**src/rtl/n2w_pkg.sv**
```systemverilog
// Shared types, word codes and constant tables for the number-to-words unit.
`default_nettype none

package n2w_pkg;

    localparam int WORD_W   = 6;
    localparam int INT_W    = 50;
    localparam int FRAC_W   = 30;
    localparam int FDIG_W   = 4;
    localparam int TDATA_IN_W  = 88;
    localparam int TDATA_OUT_W = 8;

    localparam logic [WORD_W-1:0] W_ZERO    = 6'd0;
    localparam logic [WORD_W-1:0] W_TEN     = 6'd10;
    localparam logic [WORD_W-1:0] W_TWENTY  = 6'd20;
    localparam logic [WORD_W-1:0] W_HUNDRED = 6'd28;
    localparam logic [WORD_W-1:0] W_MINUS   = 6'd33;
    localparam logic [WORD_W-1:0] W_POINT   = 6'd34;

    typedef struct packed {
        logic int_busy;
        logic frac_busy;
    } conv_status_t;

    // 10^n - 1 at integer width, for elaboration-time limits
    function automatic logic [INT_W-1:0] int_limit_f(input int n);
        logic [INT_W-1:0] p;
        p = INT_W'(1);
        for (int i = 0; i < n; i++)
        begin
            p = p * INT_W'(10);
        end
        return p - INT_W'(1);
    endfunction

    // largest fraction value for a given digit count
    function automatic logic [FRAC_W-1:0] frac_limit_f(input logic [FDIG_W-1:0] d);
        logic [FRAC_W-1:0] r;
        case (d)
            4'd0:    r = 30'd0;
            4'd1:    r = 30'd9;
            4'd2:    r = 30'd99;
            4'd3:    r = 30'd999;
            4'd4:    r = 30'd9999;
            4'd5:    r = 30'd99999;
            4'd6:    r = 30'd999999;
            4'd7:    r = 30'd9999999;
            4'd8:    r = 30'd99999999;
            default: r = 30'd999999999;
        endcase
        return r;
    endfunction

endpackage

`default_nettype wire

```
**src/rtl/n2w_bcd_conv.sv**
```systemverilog
// Bit-serial binary to BCD converter (shift and add three), one bit per cycle.
`default_nettype none

module n2w_bcd_conv
    import n2w_pkg::*;
#(
    parameter int BW = 50,
    parameter int ND = 15
)
(
    input  wire logic              clk,
    input  wire logic              rst_n,
    input  wire logic              start,
    input  wire logic [BW-1:0]     bin_in,
    output logic                   busy,
    output logic [4*ND-1:0]        bcd_out
);

    localparam int CW = $clog2(BW + 1);

    logic [BW-1:0]   bin_reg, bin_next;
    logic [4*ND-1:0] bcd_reg, bcd_next;
    logic [4*ND-1:0] adj;
    logic [CW-1:0]   cnt_reg, cnt_next;
    logic            busy_reg, busy_next;

    always_comb
    begin
        for (int i = 0; i < ND; i++)
        begin
            adj[4*i +: 4] = (bcd_reg[4*i +: 4] >= 4'd5) ? bcd_reg[4*i +: 4] + 4'd3
                                                        : bcd_reg[4*i +: 4];
        end
    end

    always_comb
    begin
        bin_next  = bin_reg;
        bcd_next  = bcd_reg;
        cnt_next  = cnt_reg;
        busy_next = busy_reg;
        if (start && !busy_reg)
        begin
            bin_next  = bin_in;
            bcd_next  = '0;
            cnt_next  = CW'(BW);
            busy_next = 1'b1;
        end
        else if (busy_reg)
        begin
            bcd_next  = {adj[4*ND-2:0], bin_reg[BW-1]};
            bin_next  = bin_reg << 1;
            cnt_next  = cnt_reg - CW'(1);
            busy_next = (cnt_reg != CW'(1));
        end
    end

    always_ff @(posedge clk or negedge rst_n)
    begin
        if (!rst_n)
        begin
            cnt_reg  <= '0;
            busy_reg <= 1'b0;
        end
        else
        begin
            cnt_reg  <= cnt_next;
            busy_reg <= busy_next;
        end
    end

    always_ff @(posedge clk)
    begin
        bin_reg <= bin_next;
        bcd_reg <= bcd_next;
    end

    assign busy    = busy_reg;
    assign bcd_out = bcd_reg;

endmodule

`default_nettype wire

```
**src/rtl/n2w_speaker.sv**
```systemverilog
// Token sequencer: walks BCD digits, emits word codes with one-token lookahead for last.
`default_nettype none

module n2w_speaker
    import n2w_pkg::*;
#(
    parameter int NG = 5,
    parameter int FD = 9
)
(
    input  wire logic                clk,
    input  wire logic                rst_n,
    input  wire logic                start,
    input  wire logic                neg_in,
    input  wire logic [FDIG_W-1:0]   digits_in,
    input  wire conv_status_t        conv_status,
    input  wire logic [12*NG-1:0]    int_bcd,
    input  wire logic [4*FD-1:0]     frac_bcd,
    output logic                     idle,
    output logic                     out_valid,
    input  wire logic                out_ready,
    output logic [WORD_W-1:0]        out_code,
    output logic                     out_last
);

    localparam int GW  = (NG > 1) ? $clog2(NG) : 1;
    localparam int FCW = (FD > 1) ? $clog2(FD) : 1;
    localparam int IW  = 12 * NG;

    typedef enum logic [6:0] {
        S_IDLE  = 7'b0000001,
        S_CONV  = 7'b0000010,
        S_SIGN  = 7'b0000100,
        S_ZERO  = 7'b0001000,
        S_INT   = 7'b0010000,
        S_FRAC  = 7'b0100000,
        S_FLUSH = 7'b1000000
    } state_t;

    state_t              state_reg, state_next;
    logic                neg_reg, neg_next;
    logic [FDIG_W-1:0]   digits_reg, digits_next;
    logic [IW-1:0]       int_sr_reg, int_sr_next;
    logic [4*FD-1:0]     frac_sr_reg, frac_sr_next;
    logic [GW-1:0]       grp_reg, grp_next;
    logic [2:0]          sub_reg, sub_next;
    logic [FCW-1:0]      fcnt_reg, fcnt_next;
    logic                point_done_reg, point_done_next;
    logic                pend_valid_reg, pend_valid_next;
    logic [WORD_W-1:0]   pend_code_reg, pend_code_next;
    logic                out_valid_reg, out_valid_next;
    logic [WORD_W-1:0]   out_code_reg, out_code_next;
    logic                out_last_reg, out_last_next;

    logic                emit;
    logic [WORD_W-1:0]   code;
    logic                commit;
    logic                can_move;
    logic [3:0]          dh, dt, du, df;
    logic                grp_nz;

    assign dh     = int_sr_reg[IW-1 -: 4];
    assign dt     = int_sr_reg[IW-5 -: 4];
    assign du     = int_sr_reg[IW-9 -: 4];
    assign df     = frac_sr_reg[4*FD-1 -: 4];
    assign grp_nz = (int_sr_reg[IW-1 -: 12] != 12'd0);

    always_comb
    begin
        state_next      = state_reg;
        neg_next        = neg_reg;
        digits_next     = digits_reg;
        int_sr_next     = int_sr_reg;
        frac_sr_next    = frac_sr_reg;
        grp_next        = grp_reg;
        sub_next        = sub_reg;
        fcnt_next       = fcnt_reg;
        point_done_next = point_done_reg;
        pend_valid_next = pend_valid_reg;
        pend_code_next  = pend_code_reg;
        out_valid_next  = out_valid_reg;
        out_code_next   = out_code_reg;
        out_last_next   = out_last_reg;
        emit            = 1'b0;
        code            = W_ZERO;
        commit          = 1'b1;
        can_move        = !out_valid_reg || out_ready;

        if (out_valid_reg && out_ready)
        begin
            out_valid_next = 1'b0;
        end

        case (state_reg)
            S_IDLE:
            begin
                if (start)
                begin
                    state_next  = S_CONV;
                    neg_next    = neg_in;
                    digits_next = digits_in;
                end
            end
            S_CONV:
            begin
                if (!conv_status.int_busy && !conv_status.frac_busy)
                begin
                    int_sr_next     = int_bcd;
                    frac_sr_next    = frac_bcd;
                    grp_next        = GW'(NG - 1);
                    sub_next        = 3'd0;
                    fcnt_next       = FCW'(FD - 1);
                    point_done_next = 1'b0;
                    state_next      = S_SIGN;
                end
            end
            S_SIGN:
            begin
                emit       = neg_reg;
                code       = W_MINUS;
                state_next = (int_sr_reg == '0) ? S_ZERO : S_INT;
            end
            S_ZERO:
            begin
                emit       = 1'b1;
                code       = W_ZERO;
                state_next = S_FRAC;
            end
            S_INT:
            begin
                case (sub_reg)
                    3'd0:
                    begin
                        emit = (dh != 4'd0);
                        code = {2'b00, dh};
                    end
                    3'd1:
                    begin
                        emit = (dh != 4'd0);
                        code = W_HUNDRED;
                    end
                    3'd2:
                    begin
                        // teens are spoken whole; units then stay silent
                        emit = (dt != 4'd0);
                        code = (dt == 4'd1) ? W_TEN + {2'b00, du}
                                            : W_TWENTY + {2'b00, dt} - WORD_W'(2);
                    end
                    3'd3:
                    begin
                        emit = (dt != 4'd1) && (du != 4'd0);
                        code = {2'b00, du};
                    end
                    default:
                    begin
                        emit = grp_nz && (grp_reg != '0);
                        code = W_HUNDRED + WORD_W'(grp_reg);
                    end
                endcase
                if (sub_reg == 3'd4)
                begin
                    sub_next    = 3'd0;
                    int_sr_next = int_sr_reg << 12;
                    if (grp_reg == '0)
                    begin
                        state_next = S_FRAC;
                    end
                    else
                    begin
                        grp_next = grp_reg - GW'(1);
                    end
                end
                else
                begin
                    sub_next = sub_reg + 3'd1;
                end
            end
            S_FRAC:
            begin
                if (digits_reg == '0)
                begin
                    state_next = S_FLUSH;
                end
                else if (!point_done_reg)
                begin
                    emit            = 1'b1;
                    code            = W_POINT;
                    point_done_next = 1'b1;
                end
                else
                begin
                    emit         = (FDIG_W'(fcnt_reg) < digits_reg);
                    code         = {2'b00, df};
                    frac_sr_next = frac_sr_reg << 4;
                    fcnt_next    = fcnt_reg - FCW'(1);
                    if (fcnt_reg == '0)
                    begin
                        state_next = S_FLUSH;
                    end
                end
            end
            S_FLUSH:
            begin
                commit = can_move;
                if (can_move)
                begin
                    out_valid_next  = 1'b1;
                    out_code_next   = pend_code_reg;
                    out_last_next   = 1'b1;
                    pend_valid_next = 1'b0;
                    state_next      = S_IDLE;
                end
            end
            default:
            begin
                state_next = S_IDLE;
            end
        endcase

        if (emit && pend_valid_reg && !can_move)
        begin
            commit = 1'b0;
        end

        if (emit && commit)
        begin
            if (pend_valid_reg)
            begin
                out_valid_next = 1'b1;
                out_code_next  = pend_code_reg;
                out_last_next  = 1'b0;
            end
            pend_valid_next = 1'b1;
            pend_code_next  = code;
        end

        if (!commit)
        begin
            state_next      = state_reg;
            int_sr_next     = int_sr_reg;
            frac_sr_next    = frac_sr_reg;
            grp_next        = grp_reg;
            sub_next        = sub_reg;
            fcnt_next       = fcnt_reg;
            point_done_next = point_done_reg;
        end
    end

    always_ff @(posedge clk or negedge rst_n)
    begin
        if (!rst_n)
        begin
            state_reg      <= S_IDLE;
            grp_reg        <= '0;
            sub_reg        <= '0;
            fcnt_reg       <= '0;
            point_done_reg <= 1'b0;
            pend_valid_reg <= 1'b0;
            out_valid_reg  <= 1'b0;
        end
        else
        begin
            state_reg      <= state_next;
            grp_reg        <= grp_next;
            sub_reg        <= sub_next;
            fcnt_reg       <= fcnt_next;
            point_done_reg <= point_done_next;
            pend_valid_reg <= pend_valid_next;
            out_valid_reg  <= out_valid_next;
        end
    end

    always_ff @(posedge clk)
    begin
        neg_reg       <= neg_next;
        digits_reg    <= digits_next;
        int_sr_reg    <= int_sr_next;
        frac_sr_reg   <= frac_sr_next;
        pend_code_reg <= pend_code_next;
        out_code_reg  <= out_code_next;
        out_last_reg  <= out_last_next;
    end

    assign idle      = (state_reg == S_IDLE);
    assign out_valid = out_valid_reg;
    assign out_code  = out_code_reg;
    assign out_last  = out_last_reg;

endmodule

`default_nettype wire

```
**src/rtl/number_to_spoken_word_tokens_unit.sv**
```systemverilog
// Top level of the number-to-spoken-word token unit.
//
// Input stream (s_*): one transfer carries a rounded number as sign, integer
// magnitude, scaled fraction and fraction digit count. Output stream (m_*):
// one transfer per word code; tlast marks the final word of the number.
// Out-of-range magnitude, digit count and fraction are saturated on entry.
// One number is handled at a time: s_tready is high only while idle.
// After acceptance both parts are converted to BCD one bit per cycle,
// then a sequencer walks the digits, one step per cycle while the output
// does not stall: sign, a zero step or 5 steps per thousand-group, point,
// one step per fraction digit position, flush. A stalled receiver holds
// the sequencer, and no word is lost or repeated. A word leaves once the
// next one is known.
// Reset empties the output register and returns the unit to idle.
`default_nettype none

module number_to_spoken_word_tokens_unit
    import n2w_pkg::*;
#(
    parameter int MAX_FRAC_DIGITS    = 9,
    parameter int INT_DECIMAL_DIGITS = 15
)
(
    input  wire logic                    clk,
    input  wire logic                    rst_n,
    input  wire logic                    s_tvalid,
    output logic                         s_tready,
    // is_negative, int_magnitude[49:0], frac_value[29:0], frac_digits[3:0], zero fill
    input  wire logic [TDATA_IN_W-1:0]   s_tdata,
    output logic                         m_tvalid,
    input  wire logic                    m_tready,
    // word_code[5:0], zero fill
    output logic [TDATA_OUT_W-1:0]       m_tdata,
    output logic                         m_tlast
);

    localparam int NG = (INT_DECIMAL_DIGITS + 2) / 3;
    localparam int FD = (MAX_FRAC_DIGITS > 0) ? MAX_FRAC_DIGITS : 1;
    localparam logic [INT_W-1:0]  INT_LIMIT = int_limit_f(INT_DECIMAL_DIGITS);
    localparam logic [FDIG_W-1:0] MAX_FD    = FDIG_W'(MAX_FRAC_DIGITS);

    logic                in_neg;
    logic [INT_W-1:0]    in_mag;
    logic [FRAC_W-1:0]   in_frac;
    logic [FDIG_W-1:0]   in_digits;
    logic [INT_W-1:0]    mag_sat;
    logic [FDIG_W-1:0]   digits_sat;
    logic [FRAC_W-1:0]   frac_lim;
    logic [FRAC_W-1:0]   frac_sat;
    logic                accept;
    logic                idle;
    logic                int_busy;
    logic                frac_busy;
    conv_status_t        conv_status;
    logic [12*NG-1:0]    int_bcd;
    logic [4*FD-1:0]     frac_bcd;
    logic [WORD_W-1:0]   word_code;

    assign in_neg    = s_tdata[0];
    assign in_mag    = s_tdata[INT_W:1];
    assign in_frac   = s_tdata[INT_W+FRAC_W:INT_W+1];
    assign in_digits = s_tdata[INT_W+FRAC_W+FDIG_W:INT_W+FRAC_W+1];

    assign mag_sat    = (in_mag > INT_LIMIT) ? INT_LIMIT : in_mag;
    assign digits_sat = (in_digits > MAX_FD) ? MAX_FD : in_digits;
    assign frac_lim   = frac_limit_f(digits_sat);
    assign frac_sat   = (in_frac > frac_lim) ? frac_lim : in_frac;

    assign s_tready = idle;
    assign accept   = s_tvalid && idle;

    assign conv_status = {int_busy, frac_busy};

    n2w_bcd_conv #(
        .BW (INT_W),
        .ND (3 * NG)
    ) u_int_conv (
        .clk     (clk),
        .rst_n   (rst_n),
        .start   (accept),
        .bin_in  (mag_sat),
        .busy    (int_busy),
        .bcd_out (int_bcd)
    );

    n2w_bcd_conv #(
        .BW (FRAC_W),
        .ND (FD)
    ) u_frac_conv (
        .clk     (clk),
        .rst_n   (rst_n),
        .start   (accept),
        .bin_in  (frac_sat),
        .busy    (frac_busy),
        .bcd_out (frac_bcd)
    );

    n2w_speaker #(
        .NG (NG),
        .FD (FD)
    ) u_speaker (
        .clk         (clk),
        .rst_n       (rst_n),
        .start       (accept),
        .neg_in      (in_neg),
        .digits_in   (digits_sat),
        .conv_status (conv_status),
        .int_bcd     (int_bcd),
        .frac_bcd    (frac_bcd),
        .idle        (idle),
        .out_valid   (m_tvalid),
        .out_ready   (m_tready),
        .out_code    (word_code),
        .out_last    (m_tlast)
    );

    assign m_tdata = {{(TDATA_OUT_W - WORD_W){1'b0}}, word_code};

endmodule

`default_nettype wire

```
**config.mk**
```make
export PLATFORM = sky130hd
export DESIGN_NAME = number_to_spoken_word_tokens_unit
export DESIGN_NICKNAME = d
export VERILOG_FILES = /design/src/rtl/n2w_pkg.sv /design/src/rtl/n2w_bcd_conv.sv /design/src/rtl/n2w_speaker.sv /design/src/rtl/number_to_spoken_word_tokens_unit.sv
export SDC_FILE = /design/constraint.sdc
export NUM_CORES = 1
export LEC_CHECK = 0
export BUFFER_PORTS_ARGS = -buffer_cell sky130_fd_sc_hd__buf_2
export CORE_ASPECT_RATIO = 0.9
export CORE_MARGIN = 2
export CORE_UTILIZATION = 38
export DETAILED_ROUTE_END_ITERATION = 8
export GPL_TIMING_DRIVEN = 0
export PLACE_DENSITY = 0.53
export SYNTH_ARGS = -nofsm -noshare
export SYNTH_HDL_FRONTEND = slang
export SYNTH_SLANG_ARGS = --single-unit
```
**constraint.sdc**
```tcl
create_clock -name clk -period 7.3 [get_ports clk]
set_input_delay 1.095 -clock clk [delete_from_list [all_inputs] [get_ports clk]]
set_output_delay 1.095 -clock clk [all_outputs]
set_load 0.005 [all_outputs]
```
After elaboration in Yosys (flattened, before gate mapping)

Memory sizes are Yosys's and may differ from the RTL's.
Index checks and enable logic that the tools add are counted.

Bits in registers: 323
Bits in read-only memories: 480
Bits of input ports: 92
Logic and storage cells: 246
Memories: 1

Memory list:

| name             | words | width | read ports | clocked after memory_dff | wr ports | line          | source |
|---|---|---|---|---|---|---|---|
| (name not given) | 16    | 30    | 1          | 0                        | 0        | n2w_pkg.sv:39 | `case (d)` |

$add $sub $neg: 33
$lt $le $gt $ge: 28
Eq/ne operators: 25
Muxes and demuxes: 97
Reductions and logical operators: 40

Operator list:

| cell                                                   | number |
|---|---|
| two-way mux 50 bit                                     | 3 |
| two-way mux 60 bit                                     | 2 |
| case mux 60 bit (2 select lines)                       | 1 |
| two-way mux 36 bit                                     | 3 |
| two-way mux 4 bit                                      | 26 |
| >= comparator 4 x 3 -> 1 bit (second input constant)   | 24 |
| two-way mux 30 bit                                     | 3 |
| adder 4 x 2 -> 4 bit (second input constant)           | 22 |
| case mux 36 bit (2 select lines)                       | 1 |
| logical NOT 60 bit                                     | 1 |
| two-way mux 7 bit                                      | 8 |
| two-way mux 6 bit                                      | 9 |
| greater-than comparator 50 bit (second input constant) | 1 |
| case mux 7 bit (7 select lines)                        | 1 |
| greater-than comparator 30 bit                         | 1 |
| case mux 6 bit (4 select lines)                        | 1 |
| two-way mux 1 bit                                      | 22 |
| two-way mux 3 bit                                      | 7 |
| case mux 6 bit (3 select lines)                        | 1 |
| two-way mux 5 bit                                      | 3 |
| inequality test 2 x 1 -> 1 bit (second input constant) | 6 |
| case mux 3 bit (2 select lines)                        | 2 |
| nonzero test 12 bit                                    | 1 |
| nonzero test 2 bit                                     | 6 |
| 45 further kinds                                       | 68 |

Longest topological paths before layout

Gate-level depths: netlist of the first run.

Word-level depth: 10
Depth in mapped cells: 18
Depth with buffers taken out: 15

By module

A second synthesis of the first run with hierarchy kept.

Cells, all modules: 1,754
Area total of the unflattened synthesis: 18,322.6 µm²

Modules (own cells, without submodules):

| module                            | instances | cells an instance | area each (µm²) | sequential area each (µm²) |
|---|---|---|---|---|
| n2w_speaker                       | 1         | 553               | 6,423.7         | 3,854.9 |
| n2w_bcd_conv (u_int_conv)         | 1         | 571               | 6,211.0         | 2,877.8 |
| n2w_bcd_conv (u_frac_conv)        | 1         | 349               | 3,798.6         | 1,771.7 |
| number_to_spoken_word_tokens_unit | 1         | 281               | 1,889.3         | 0.0 |

Worst setup path before layout of the first run

OpenSTA, ideal clock, no wires.

Kind: flip-flop to flip-flop
Start point: register u_speaker.int_sr_reg[53]
End point: register u_speaker.int_sr_reg[0], enable pin
Setup time: 0.498 ns
Arrival: 4.855 ns
Slack: 1.947 ns
Stages on the path, launching flop included: 9
Buffers on the path: 1
Clock period less this slack: 5.353 ns
Cell sequence: edfxtp_1 > or4b_1 > buf_2 > a31oi_4 > a21oi_2 > o221a_4 > o21ai_4 > o21ai_2 > a21oi_1

Cells in the longest elaborated chain, start to end: 8
Elaborated cells on any way between the ends: 11

Ends and longest elaborated chain:

| element                                                               | line                                   | source |
|---|---|---|
| from (decl)                                                           | n2w_speaker.sv:43                      | `logic [IW-1:0] int_sr_reg, int_sr_next;` |
| from (signal assigned)                                                | n2w_speaker.sv:277                     | `int_sr_reg <= int_sr_next;` |
| nonzero test 12 bit or inequality test 4 x 1 -> 1 bit (tied branches) | n2w_speaker.sv:66, n2w_speaker.sv:151  |  |
| logical AND 1 bit (on tied branches)                                  | n2w_speaker.sv:156, n2w_speaker.sv:151 |  |
| case mux 1 bit (3 select lines) *                                     | n2w_speaker.sv:131                     | `case (sub_reg)` |
| case mux 1 bit (4 select lines) *                                     | n2w_speaker.sv:94                      | `case (state_reg)` |
| logical AND 1 bit * (2 in series)                                     | n2w_speaker.sv:220                     | `if (emit && pend_valid_reg && !can_move)` |
| two-way mux 1 bit *                                                   | n2w_speaker.sv:220                     |  |
| AND reduction 4 bit (no line) *                                       | n/a                                    |  |

Mark *: on every way between the ends. The rest lies on a longest branch, timed or not.
A chain may end at the register's enable or synchronous reset.

Worst setup path after layout of the first run

Start point: input port s_tdata[84]
End point: register u_frac_conv.bin_reg[2], data pin

Cells in the longest elaborated chain, start to end: 6

Ends and longest elaborated chain:

| element                        | line                                    | source |
|---|---|---|
| from (decl)                    | number_to_spoken_word_tokens_unit.sv:29 | `input wire logic [TDATA_IN_W-1:0] s_tdata,` |
| greater-than comparator 4 bit  | number_to_spoken_word_tokens_unit.sv:65 | `assign digits_sat = (in_digits > MAX_FD) ? MAX_FD : in_digits;` |
| two-way mux 4 bit *            | number_to_spoken_word_tokens_unit.sv:65 |  |
| memory read (16 x 30 bit) *    | n/a                                     |  |
| greater-than comparator 30 bit | number_to_spoken_word_tokens_unit.sv:67 | `assign frac_sat = (in_frac > frac_lim) ? frac_lim : in_frac;` |
| two-way mux 30 bit *           | number_to_spoken_word_tokens_unit.sv:67 |  |
| two-way mux 30 bit *           | n2w_bcd_conv.sv:42                      | `if (start && !busy_reg)` |
| net u_frac_conv.bin_next[2]    | n2w_bcd_conv.sv:21                      | `logic [BW-1:0] bin_reg, bin_next;` |
| to (signal assigned)           | n2w_bcd_conv.sv:74                      | `bin_reg <= bin_next;` |
| to (decl)                      | n2w_bcd_conv.sv:21                      |  |

The timed path passes the listed nets; every way through them passes the cells marked *.

==> results.ini, run 1 <==
[outcome]
status=finished clean

[floorplanning]
fp.dieW_microns=227
rows=73
io_pins=103
die_area_sq_um=46600
die_y_microns=205
initial_core_util_pct=38.6
core_area_sq_um=44200

[final_layout]
fill_cells=4332
final_nets=2171
final_common_cell=nand2_1
fin_cells=2607
layout-drive-gt1-share_pct=9.87
mostFrequentLayoutCells=nand2_1 (407), edfxtp_1 (187), o21ai_0 (160)
multi_input_area_sq_um=7890
areaGrowthSynthToFinish_pct=15.6
regArea_sq_um=8500

[power_and_ir_drop]
sw_frac_of_total_pct=36.8
total_power_mw=8.37
p_per_area_nw_per_um2=425
p_seq_share_pct=40.9
p_sw_mw=3.08
ir_drop_v=0.000173
pwr-share-comb_pct=35.6
p_leak_nw=8.16
p_int_mw=5.29
power_frac_clock_pct=23.6

[yosys]
yosysSeqAreaShare_pct=49.9
synth-warning-count=0
synthCells=1833
syn_area_sq_um=17100
ys_seq_elements=323
async_flop_share_pct=10.2
ys.flop_type=edfxtp_1
synth-edff-count=187
synth_top_cells_by_area=edfxtp_1 (33%), dfxtp_1 (12%), nand2_1 (9.0%)
synth_top_area_cell=edfxtp_1
postSynthAreaPerCell_sq_um=9.30
synth_top_area_share_pct=32.9
ys_types=72

[grt]
grt_usage_pct=19.1
grt_pass1_wl_mm=70.6
grt_pass1_vias=13107
grt-ovfl-total=0
grt_max_degree=34
antenna_found_initial=0

[timing]
worst_slack_ns=2.29
final.setup.tns_ns=0
finClkSkew_ns=0.00893
period_needed_ns=5.01
max_slew.worst_pin.slew_ns=1.04
slew_viol_final=0
rsz0062_at_grt=no
maxSlewHeadroom_pct=30.7
setup_viol=0
fmax_mhz=200
hold_viol_final=0
period_share_pct=68.6

[drt]
drc=0
wl_per_cell_microns=16.9
totalWireLength_mm=44.1
drt_iter0_markers=987
ant_nets=0
drt-vias-per-instance=5.19
vias=13535
first_pass_iters=5

[setup_path]
crit_path_top_delay_cell=nor4_1
crit_path_start=s_tdata[84]
start_kind=input pin
worstSetupPathType=input pin to flip-flop
endpoint=u_frac_conv.bin_reg[2]
cpMostUsedCell=clkbuf_1
cp_num_cells=16
crit_arrival_ns=5.31
rr_endpoint=u_int_conv.bin_reg[37]
cpLargestDelayFamily=buffers and inverters
cp.buffers_inverters=5
cp-end-kind=flip-flop
critPathRequiredTime_ns=7.60
slowest_delay_ns=0.50
rrSetupSlack_ns=3.70
r2r-start=u_speaker.state_reg[2]
rr_worst_depth=10
critPathMaxFanout=10
crit_chain=buf_2 > clkbuf_1 > o21ai_0 > nor2b_1 > ha_1 > nor2_1 > inv_1 > ha_1 > nand4_1 > nor4_1 > nand3_1 > o21ai_1 > clkbuf_1 > clkbuf_1 > nand3_1 > o311ai_0

[cts]
cts_tree=built
postCtsSetupBuffers=0
clock_latency_ns=0.54
clock_sinks=323
cts_root_buf=clkbuf_16
hold_buffers=0
cts_resized=0
cts_buffers=39
path_clk_slew_ns=0.06
cts_buffer_depth=3
htreeDepth=2

[job]
maxCapViolCount=0

[place]
dp_slack_ns=1.84
dpl.cell_count=2535
hpwl_mm=32.3
io_buffer_count=97
place_congestion=0.850

[worst_hold_path]
min-delay-path-class=flip-flop to flip-flop

[worst min-delay path by stage]
stage,start,slack [ns],to,depth (start not counted)
5_1_grt,u_frac_conv.bin_reg[29],0.47,u_frac_conv.bcd_out[0],2
3_3_place_gp,u_frac_conv.bin_reg[29],0.43,u_frac_conv.bcd_out[0],2
6_report,u_frac_conv.bin_reg[29],0.45,u_frac_conv.bcd_out[0],2
2_1_floorplan,u_frac_conv.bin_reg[29],0.42,u_frac_conv.bcd_out[0],2
3_5_place_dp,u_frac_conv.bin_reg[29],0.44,u_frac_conv.bcd_out[0],2
4_1_cts,u_frac_conv.bin_reg[29],0.45,u_frac_conv.bcd_out[0],2
[power by group through the flow]
stage	Combinational [mW]	Clock, mW	Sequential, mW
2_1_floorplan	2.19	0	3.31
3_3_place_gp	2.84	0	3.46
3_5_place_dp	2.99	0	3.44
4_1_cts	3.00	2.03	3.42
5_1_grt	3.42	2.10	3.52
6_report	2.98	1.97	3.42
[layer usage]
layer | GRT usage (%) | routed length, microns
met3 | 2.62 | 2040
met2 | 29.6 | 19400
met5 | 0 | 0
met1 | 27.8 | 21800
met4 | 5.77 | 924
[per-stage QoR]
| stage | utilization [%] | cell area (sq um) | hold slack (ns) |
|---|---|---|---|
| 2_1_floorplan | - | 17100 | 0.421 |
| 3_3_place_gp | 41.4 | 18300 | 0.434 |
| 3_5_place_dp | 41.6 | 18400 | 0.438 |
| 4_1_cts | 44.6 | 19700 | 0.453 |
| 5_1_grt | 44.6 | 19700 | 0.474 |
| 6_report | 44.6 | 19700 | 0.451 |
[cell families (layout without fill, tap and decap cells)]
family / count (synthesis) / after routing / share of synthesized area (%)
xor+xnor: 53 / 53 / 2.72
simple gates: 743 / 743 / 19.3
buf+inv: 174 / 346 / 3.96
other cells: 1 / 3 / 0.0220
compound gates: 387 / 387 / 13.6
mux: 49 / 49 / 2.96
flops: 323 / 323 / 49.9
fa+ha+maj: 103 / 103 / 7.56
[synthesized netlist by cell type (all sizes together), types with 21 or more instances]
| library cell | instances |
|---|---|
| dfrtp | 32 |
| clkbuf | 74 |
| buf | 21 |
| nand2 | 407 |
| xor2 | 27 |
| nor3b | 24 |
| nand2b | 33 |
| edfxtp | 187 |
| nand3 | 39 |
| mux2i | 37 |
| nor2 | 135 |
| o31ai | 50 |
| xnor2 | 26 |
| o21ai | 165 |
| a21oi | 107 |
| dfxtp | 103 |
| inv | 77 |
| ha | 103 |
| nor3 | 25 |
[cell type report]
type | count | area share (%)
antenna | 1 | 0.0127
clock inverter | 17 | 0.933
buffer | 95 | 1.92
clock buffer | 54 | 5.66
sequential | 323 | 43.2
tap | 600 | 3.81
timing repair buffer | 101 | 2.98
inverter | 79 | 1.50
multi-input combinational | 1337 | 40.0
[worst register-to-register path, delay by kind of cell (launching register included)]
family | cells | cell delay [ns]
buf+inv | 6 | 1.81
flops | 1 | 0.35
simple gates | 4 | 1.14
Power figures use the tool's default switching activity.
==> inputs of run 2 (changes only) <==
PLACE_DENSITY = 0.55   (was 0.53)
clock period = 4.4 ns   (was 7.3 ns; I/O delays follow)
==> run 2 against run 1 <==
Net effect:
- design area fell by 0.44%
- critical path depth fell by 1
- combinational power rose by 64%
- non-clock buffer count did not move
- wire length fell by 2.0%
- critical endpoint is now u_frac_conv.bin_reg[26]
- largest cell class unchanged
==> results.ini, run 2 (synthesis results as in run 1) <==
[job]
maxCapViolCount=0  ; unchanged

[drt]
vias=13488  ; -0.35%
drc=0  ; unchanged
drt-vias-per-instance=5.18  ; -0.27%
drt_iter0_markers=936  ; -5.2%
ant_nets=0  ; unchanged
wl_per_cell_microns=16.6  ; -1.9%
totalWireLength_mm=43.3  ; -2.0%
first_pass_iters=7  ; +2

[grt]
grt-ovfl-total=0  ; unchanged
grt_usage_pct=18.8  ; -0.31 points
grt_pass1_vias=13342  ; +1.8%
grt_pass1_wl_mm=69.9  ; -1.0%
grt_max_degree=34  ; unchanged
antenna_found_initial=0  ; unchanged

[timing]
finClkSkew_ns=0.0260  ; +0.0171 ns
hold_viol_final=0  ; unchanged
period_needed_ns=3.97
max_slew.worst_pin.slew_ns=1.03  ; -0.00578 ns
fmax_mhz=252
slew_viol_final=0  ; unchanged
rsz0062_at_grt=no
final.setup.tns_ns=0  ; unchanged
period_share_pct=90.2
worst_slack_ns=0.430  ; -1.86 ns
whs_ns=0.199  ; -0.253 ns
maxSlewHeadroom_pct=31.1  ; +0.39 points
setup_viol=0  ; unchanged

[cts]
htreeDepth=2  ; unchanged
cts_buffer_depth=3  ; unchanged
cts_root_buf=clkbuf_16
cts_buffers=38  ; -2.6%
clock_latency_ns=0.57  ; +0.03 ns
path_clk_slew_ns=0.06  ; about the same
clock_sinks=323  ; unchanged
cts_tree=built

[power_and_ir_drop]
ir_drop_v=0.000323  ; +87%
p_per_area_nw_per_um2=696  ; +64%
p_leak_nw=8.12  ; -0.45%
total_power_mw=13.6  ; +63%

[final_layout]
layout-drive-gt1-share_pct=9.98  ; +0.10 points
final_util_pct=44.4  ; -0.20 points
mostFrequentLayoutCells=nand2_1 (407), edfxtp_1 (187), o21ai_0 (160)
final_common_cell=nand2_1
antenna_cells=0  ; -1
final_nets=2170  ; -0.046%
fill_cells=4329  ; -0.069%
areaGrowthSynthToFinish_pct=15.1

[floorplanning]
initial_core_util_pct=38.6  ; unchanged
die_y_microns=205  ; unchanged
die_area_sq_um=46600  ; unchanged
rows=73  ; unchanged
core_area_sq_um=44200  ; unchanged
fp.dieW_microns=227  ; unchanged
io_pins=103  ; unchanged

[setup_path]
r2r-start=u_speaker.state_reg[2]
worstSetupPathType=input pin to flip-flop
rr_worst_depth=10  ; unchanged
crit_path_start=s_tdata[83]
start_kind=input pin
critPathRequiredTime_ns=4.69  ; -2.91 ns
critPathMaxFanout=10  ; unchanged
crit_arrival_ns=4.26  ; -1.05 ns
cp-end-kind=flip-flop

[place]
place_congestion=0.852  ; +0.24%
hpwl_mm=31.7  ; -1.8%
dp_slack_ns=-0.630  ; -2.47 ns
io_buffer_count=97  ; unchanged

[outcome]
status=finished clean

[worst_hold_path]
min-delay-path-class=input pin to asynchronous set/reset pin

-- run 2: cell count changes in the layout (fill, tap and decap cells not counted), moves of 2 or more --
cell,delta
clkinv_1,+3
clkbuf_1,-3
clkbuf_2,+4
bufinv_16,-2
buf_16,-2
clkbuf_16,-3
buf_12,+2
clkinv_8,+2
-- run 2: worst paths after layout --
check,end,slack [ns]
worst max-delay path,u_frac_conv.bin_reg[26],0.43
worst min-delay path,u_speaker.pend_valid_reg,0.20
worst max register to register,u_int_conv.bin_reg[16],0.70
worst min register to register,u_frac_conv.bcd_out[0],0.45
max in group asynchronous,u_frac_conv.cnt_reg[1],3.68
min in group clk,u_speaker.neg_reg,0.32
-- run 2: critical path, cell delays in order --
cell	delay [ns]
buf_2	0.11
clkbuf_1	0.21
o21ai_0	0.19
nor2b_1	0.31
ha_1	0.32
and2_1	0.26
inv_1	0.17
ha_1	0.32
nand4_1	0.15
nor4_1	0.50
nand3_1	0.13
o21ai_1	0.20
buf_2	0.34
mux2i_1	0.28
o21ai_0	0.10
-- run 2: layout make-up --
type | count | area [sq um] | share of cell area, %
plain buffers | 95 | 384 | 1.96
multi-input cells | 1337 | 7900 | 40.2
repair buffers | 101 | 573 | 2.92
inverters | 79 | 297 | 1.51
clock inverters | 19 | 185 | 0.944
well taps | 600 | 751 | 3.83
clock buffers | 51 | 1030 | 5.25
flip-flops and latches | 323 | 8500 | 43.3
-- run 2: metal layers --
metal	GRT usage, %	wire length [microns]	share of wire (%)
met5	0	0	0
met2	29.0	19000	44
met3	2.90	2120	4.9
met1	27.3	21400	49
met4	5.49	761	1.8
-- run 2: repair_timing --
action	CTS	global route
hold buffers	0	0
gates resized for setup	2	8
endpoints found under the setup margin	6	30
buffers inserted	0	0
-- run 2: power by group --
part / leakage [nW] / total [mW] / switching (mW) / internal [mW]
clock network: 0.596 / 3.07 / 1.29 / 1.78
registers: 3.12 / 5.67 / 0.816 / 4.85
logic: 4.41 / 4.90 / 2.99 / 1.91
-- run 2: through the flow --
stage / instances / area, sq um
after global placement: 2531 / 18300
after CTS: 2605 / 19600
after detailed placement: 2535 / 18400
final: 2605 / 19600
after global routing: 2605 / 19600
after floorplan: 1834 / 17100
==> inputs of run 3 (changes only) <==
PLACE_DENSITY = 0.53   (was 0.55)
clock period = 4.1 ns   (was 4.4 ns; I/O delays follow)
==> run 3 against run 2 <==
Net effect:
- first-iteration DRC count increased by 7.5%
- utilization increased by 0.12 points
- non-clock buffer count decreased by 1
- highest routed layer unchanged
- combinational power increased by 7.8%
- global-route usage increased by 0.15 points
- design area increased by 0.28%
- critical path type unchanged
- clock skew decreased by 0.0044 ns
- register-to-register slack got worse by 0.16 ns
- via count about the same
==> results.ini, run 3 (synthesis results as in run 1) <==
[final_layout]
fill_cells=4309  ; -0.46%
regArea_sq_um=8500  ; unchanged
antenna_cells=0  ; unchanged
layout-drive-gt1-share_pct=10.2  ; +0.19 points
final_common_cell=nand2_1
mostFrequentLayoutCells=nand2_1 (407), edfxtp_1 (187), o21ai_0 (160)
fin_cells=2606  ; +0.038%
areaGrowthSynthToFinish_pct=15.4
multi_input_area_sq_um=7910  ; +0.11%
final_nets=2170  ; unchanged

[timing]
fmax_mhz=259
hold_viol_final=0  ; unchanged
setup_viol=0  ; unchanged
period_needed_ns=3.86
period_share_pct=94.2
slew_viol_final=0  ; unchanged
rsz0062_at_grt=no
max_slew.worst_pin.slew_ns=1.07  ; +0.0351 ns
finClkSkew_ns=0.0216  ; -0.00443 ns
maxSlewHeadroom_pct=28.8  ; -2.3 points

[power_and_ir_drop]
p_per_area_nw_per_um2=749  ; +7.6%
pwr-share-comb_pct=35.8  ; about the same
total_power_mw=14.7  ; +8.0%
p_int_mw=9.28  ; +8.6%
p_sw_mw=5.45  ; +6.9%
ir_drop_v=0.000298  ; -7.7%
p_leak_nw=8.14  ; +0.26%
sw_frac_of_total_pct=37.0  ; -0.38 points
p_seq_share_pct=41.3  ; -0.2 points
power_frac_clock_pct=22.8  ; +0.3 points

[floorplanning]
die_area_sq_um=46600  ; unchanged
initial_core_util_pct=38.6  ; unchanged
core_area_sq_um=44200  ; unchanged
rows=73  ; unchanged
fp.dieW_microns=227  ; unchanged
die_y_microns=205  ; unchanged
io_pins=103  ; unchanged

[grt]
busiest_layer=met2
grt_util_met3_pct=2.45  ; -0.44 points
grt-ovfl-total=0  ; unchanged
grt_pass1_wl_mm=69.8  ; -0.15%
grt_pass1_vias=13069  ; -2.0%
grt_util_met2_pct=29.8  ; +0.86 points
grt_max_degree=34  ; unchanged
grtUsageMet1_pct=27.4  ; +0.040 points
grt_usage_pct=19.0  ; +0.15 points
antenna_found_initial=0  ; unchanged

[place]
dpl.cell_count=2535  ; unchanged
place_congestion=0.846  ; -0.67%
io_buffer_count=97  ; unchanged
hpwl_mm=32.2  ; +1.5%

[drt]
drc=0  ; unchanged
ant_nets=0  ; unchanged
first_pass_iters=5  ; -2
drt_iter0_markers=1006  ; +7.5%
drt-vias-per-instance=5.17  ; about the same
vias=13482  ; -0.044%
wl_per_cell_microns=16.8  ; +0.94%
totalWireLength_mm=43.7  ; +0.98%

[setup_path]
endpoint=u_frac_conv.bin_reg[2]
crit_arrival_ns=4.15  ; -0.11 ns
rr_endpoint=u_int_conv.bin_reg[10]
worstSetupPathType=input pin to flip-flop
crit_chain=buf_2 > clkbuf_2 > o21ai_0 > nor2b_2 > ha_1 > and2_1 > inv_1 > nand2_1 > ha_1 > a211oi_1 > nor2_1 > o221ai_1 > nand3b_1 > o21ai_1 > clkbuf_2 > clkbuf_2 > nand3_1 > o311ai_0
critPathRequiredTime_ns=4.39  ; -0.30 ns
rrSetupSlack_ns=0.54  ; -0.16 ns
start_kind=input pin
rr_worst_depth=10  ; unchanged
slowest_delay_ns=0.31  ; -0.19 ns
crit_path_top_delay_cell=ha_1
crit_path_start=s_tdata[84]
cp-end-kind=flip-flop
r2r-start=u_speaker.state_reg[2]
critPathMaxFanout=10  ; unchanged
cpMostUsedCell=clkbuf_2

[worst_hold_path]
min-delay-path-class=input pin to asynchronous set/reset pin

[cts]
clock_sinks=323  ; unchanged
clock_latency_ns=0.56  ; about the same
hold_buffers=0  ; unchanged
cts_root_buf=clkbuf_16
cts_tree=built
path_clk_slew_ns=0.06  ; about the same
htreeDepth=2  ; unchanged
cts_buffers=39  ; +2.6%
cts_buffer_depth=3  ; unchanged
postCtsSetupBuffers=0  ; unchanged

[job]
maxCapViolCount=0  ; unchanged

[outcome]
status=finished clean

[run 3: cell count changes in the layout (fill, tap and decap cells not counted), moves of 2 or more]
cell	before	now
clkinv_2	8	2
clkinv_8	2	0
buf_12	3	1
inv_6	0	3
clkbuf_8	3	10
buf_16	1	3
[run 3: area by class of cell]
class | count | share of cell area, %
clock buffers | 59 | 5.85
plain buffers | 94 | 1.95
clock inverters | 13 | 0.490
repair buffers | 101 | 2.99
multi-input cells | 1337 | 40.2
inverters | 79 | 1.51
well taps | 600 | 3.82
flip-flops and latches | 323 | 43.2
[run 3: repair_timing]
action,CTS,global route
resized for setup,5,6
endpoints found under the hold margin,0,0
gates cloned,0,0
endpoints found under the setup margin,30,30
pin swaps,0,0
[run 3: power by group through the flow]
stage / Sequential (mW) / Combinational [mW] / Clock, mW
after global routing: 6.25 / 6.09 / 3.57
after CTS: 6.08 / 5.34 / 3.45
final: 6.09 / 5.28 / 3.36
after global placement: 6.14 / 5.06 / 0
after floorplan: 5.88 / 3.89 / 0
after detailed placement: 6.13 / 5.32 / 0
[run 3: worst min path at each step]
stage | start | to | slack [ns]
4_1_cts | rst_n | u_int_conv.cnt_reg[0] | 0.20
3_3_place_gp | u_frac_conv.bin_reg[29] | u_frac_conv.bcd_out[0] | 0.43
3_5_place_dp | u_frac_conv.bin_reg[29] | u_frac_conv.bcd_out[0] | 0.44
6_report | rst_n | u_speaker.state_reg[5] | 0.18
2_1_floorplan | rst_n | u_frac_conv.busy | 0.32
5_1_grt | rst_n | u_speaker.state_reg[5] | 0.24
[run 3: metal layers]
metal | routed length [microns] | part of all wire (%)
met5 | 0 | 0
met1 | 21300 | 49
met3 | 2180 | 5.0
met4 | 823 | 1.9
met2 | 19300 | 44
[run 3: worst max-delay path: cells and delay by family]
| kind | cells | cell delay [ns] |
|---|---|---|
| buffers and inverters | 5 | 1.16 |
| and+or+nand+nor | 6 | 0.88 |
| AOI/OAI and AO/OA | 5 | 0.93 |
| adders and majority gates | 2 | 0.57 |
[run 3: metrics by stage]
step	worst slack, ns	setup TNS, ns	instance area, sq um	hold slack, ns	util (%)
final	0.238	0	19700	0.185	44.5
after global routing	0.0335	0	19700	0.243	44.5
after CTS	0.0448	0	19700	0.198	44.5
after detailed placement	-0.910	-23.69	18400	0.440	41.6
after global placement	-0.862	-88.05	18300	0.434	41.4
after floorplan	0.102	0	17100	0.319	-
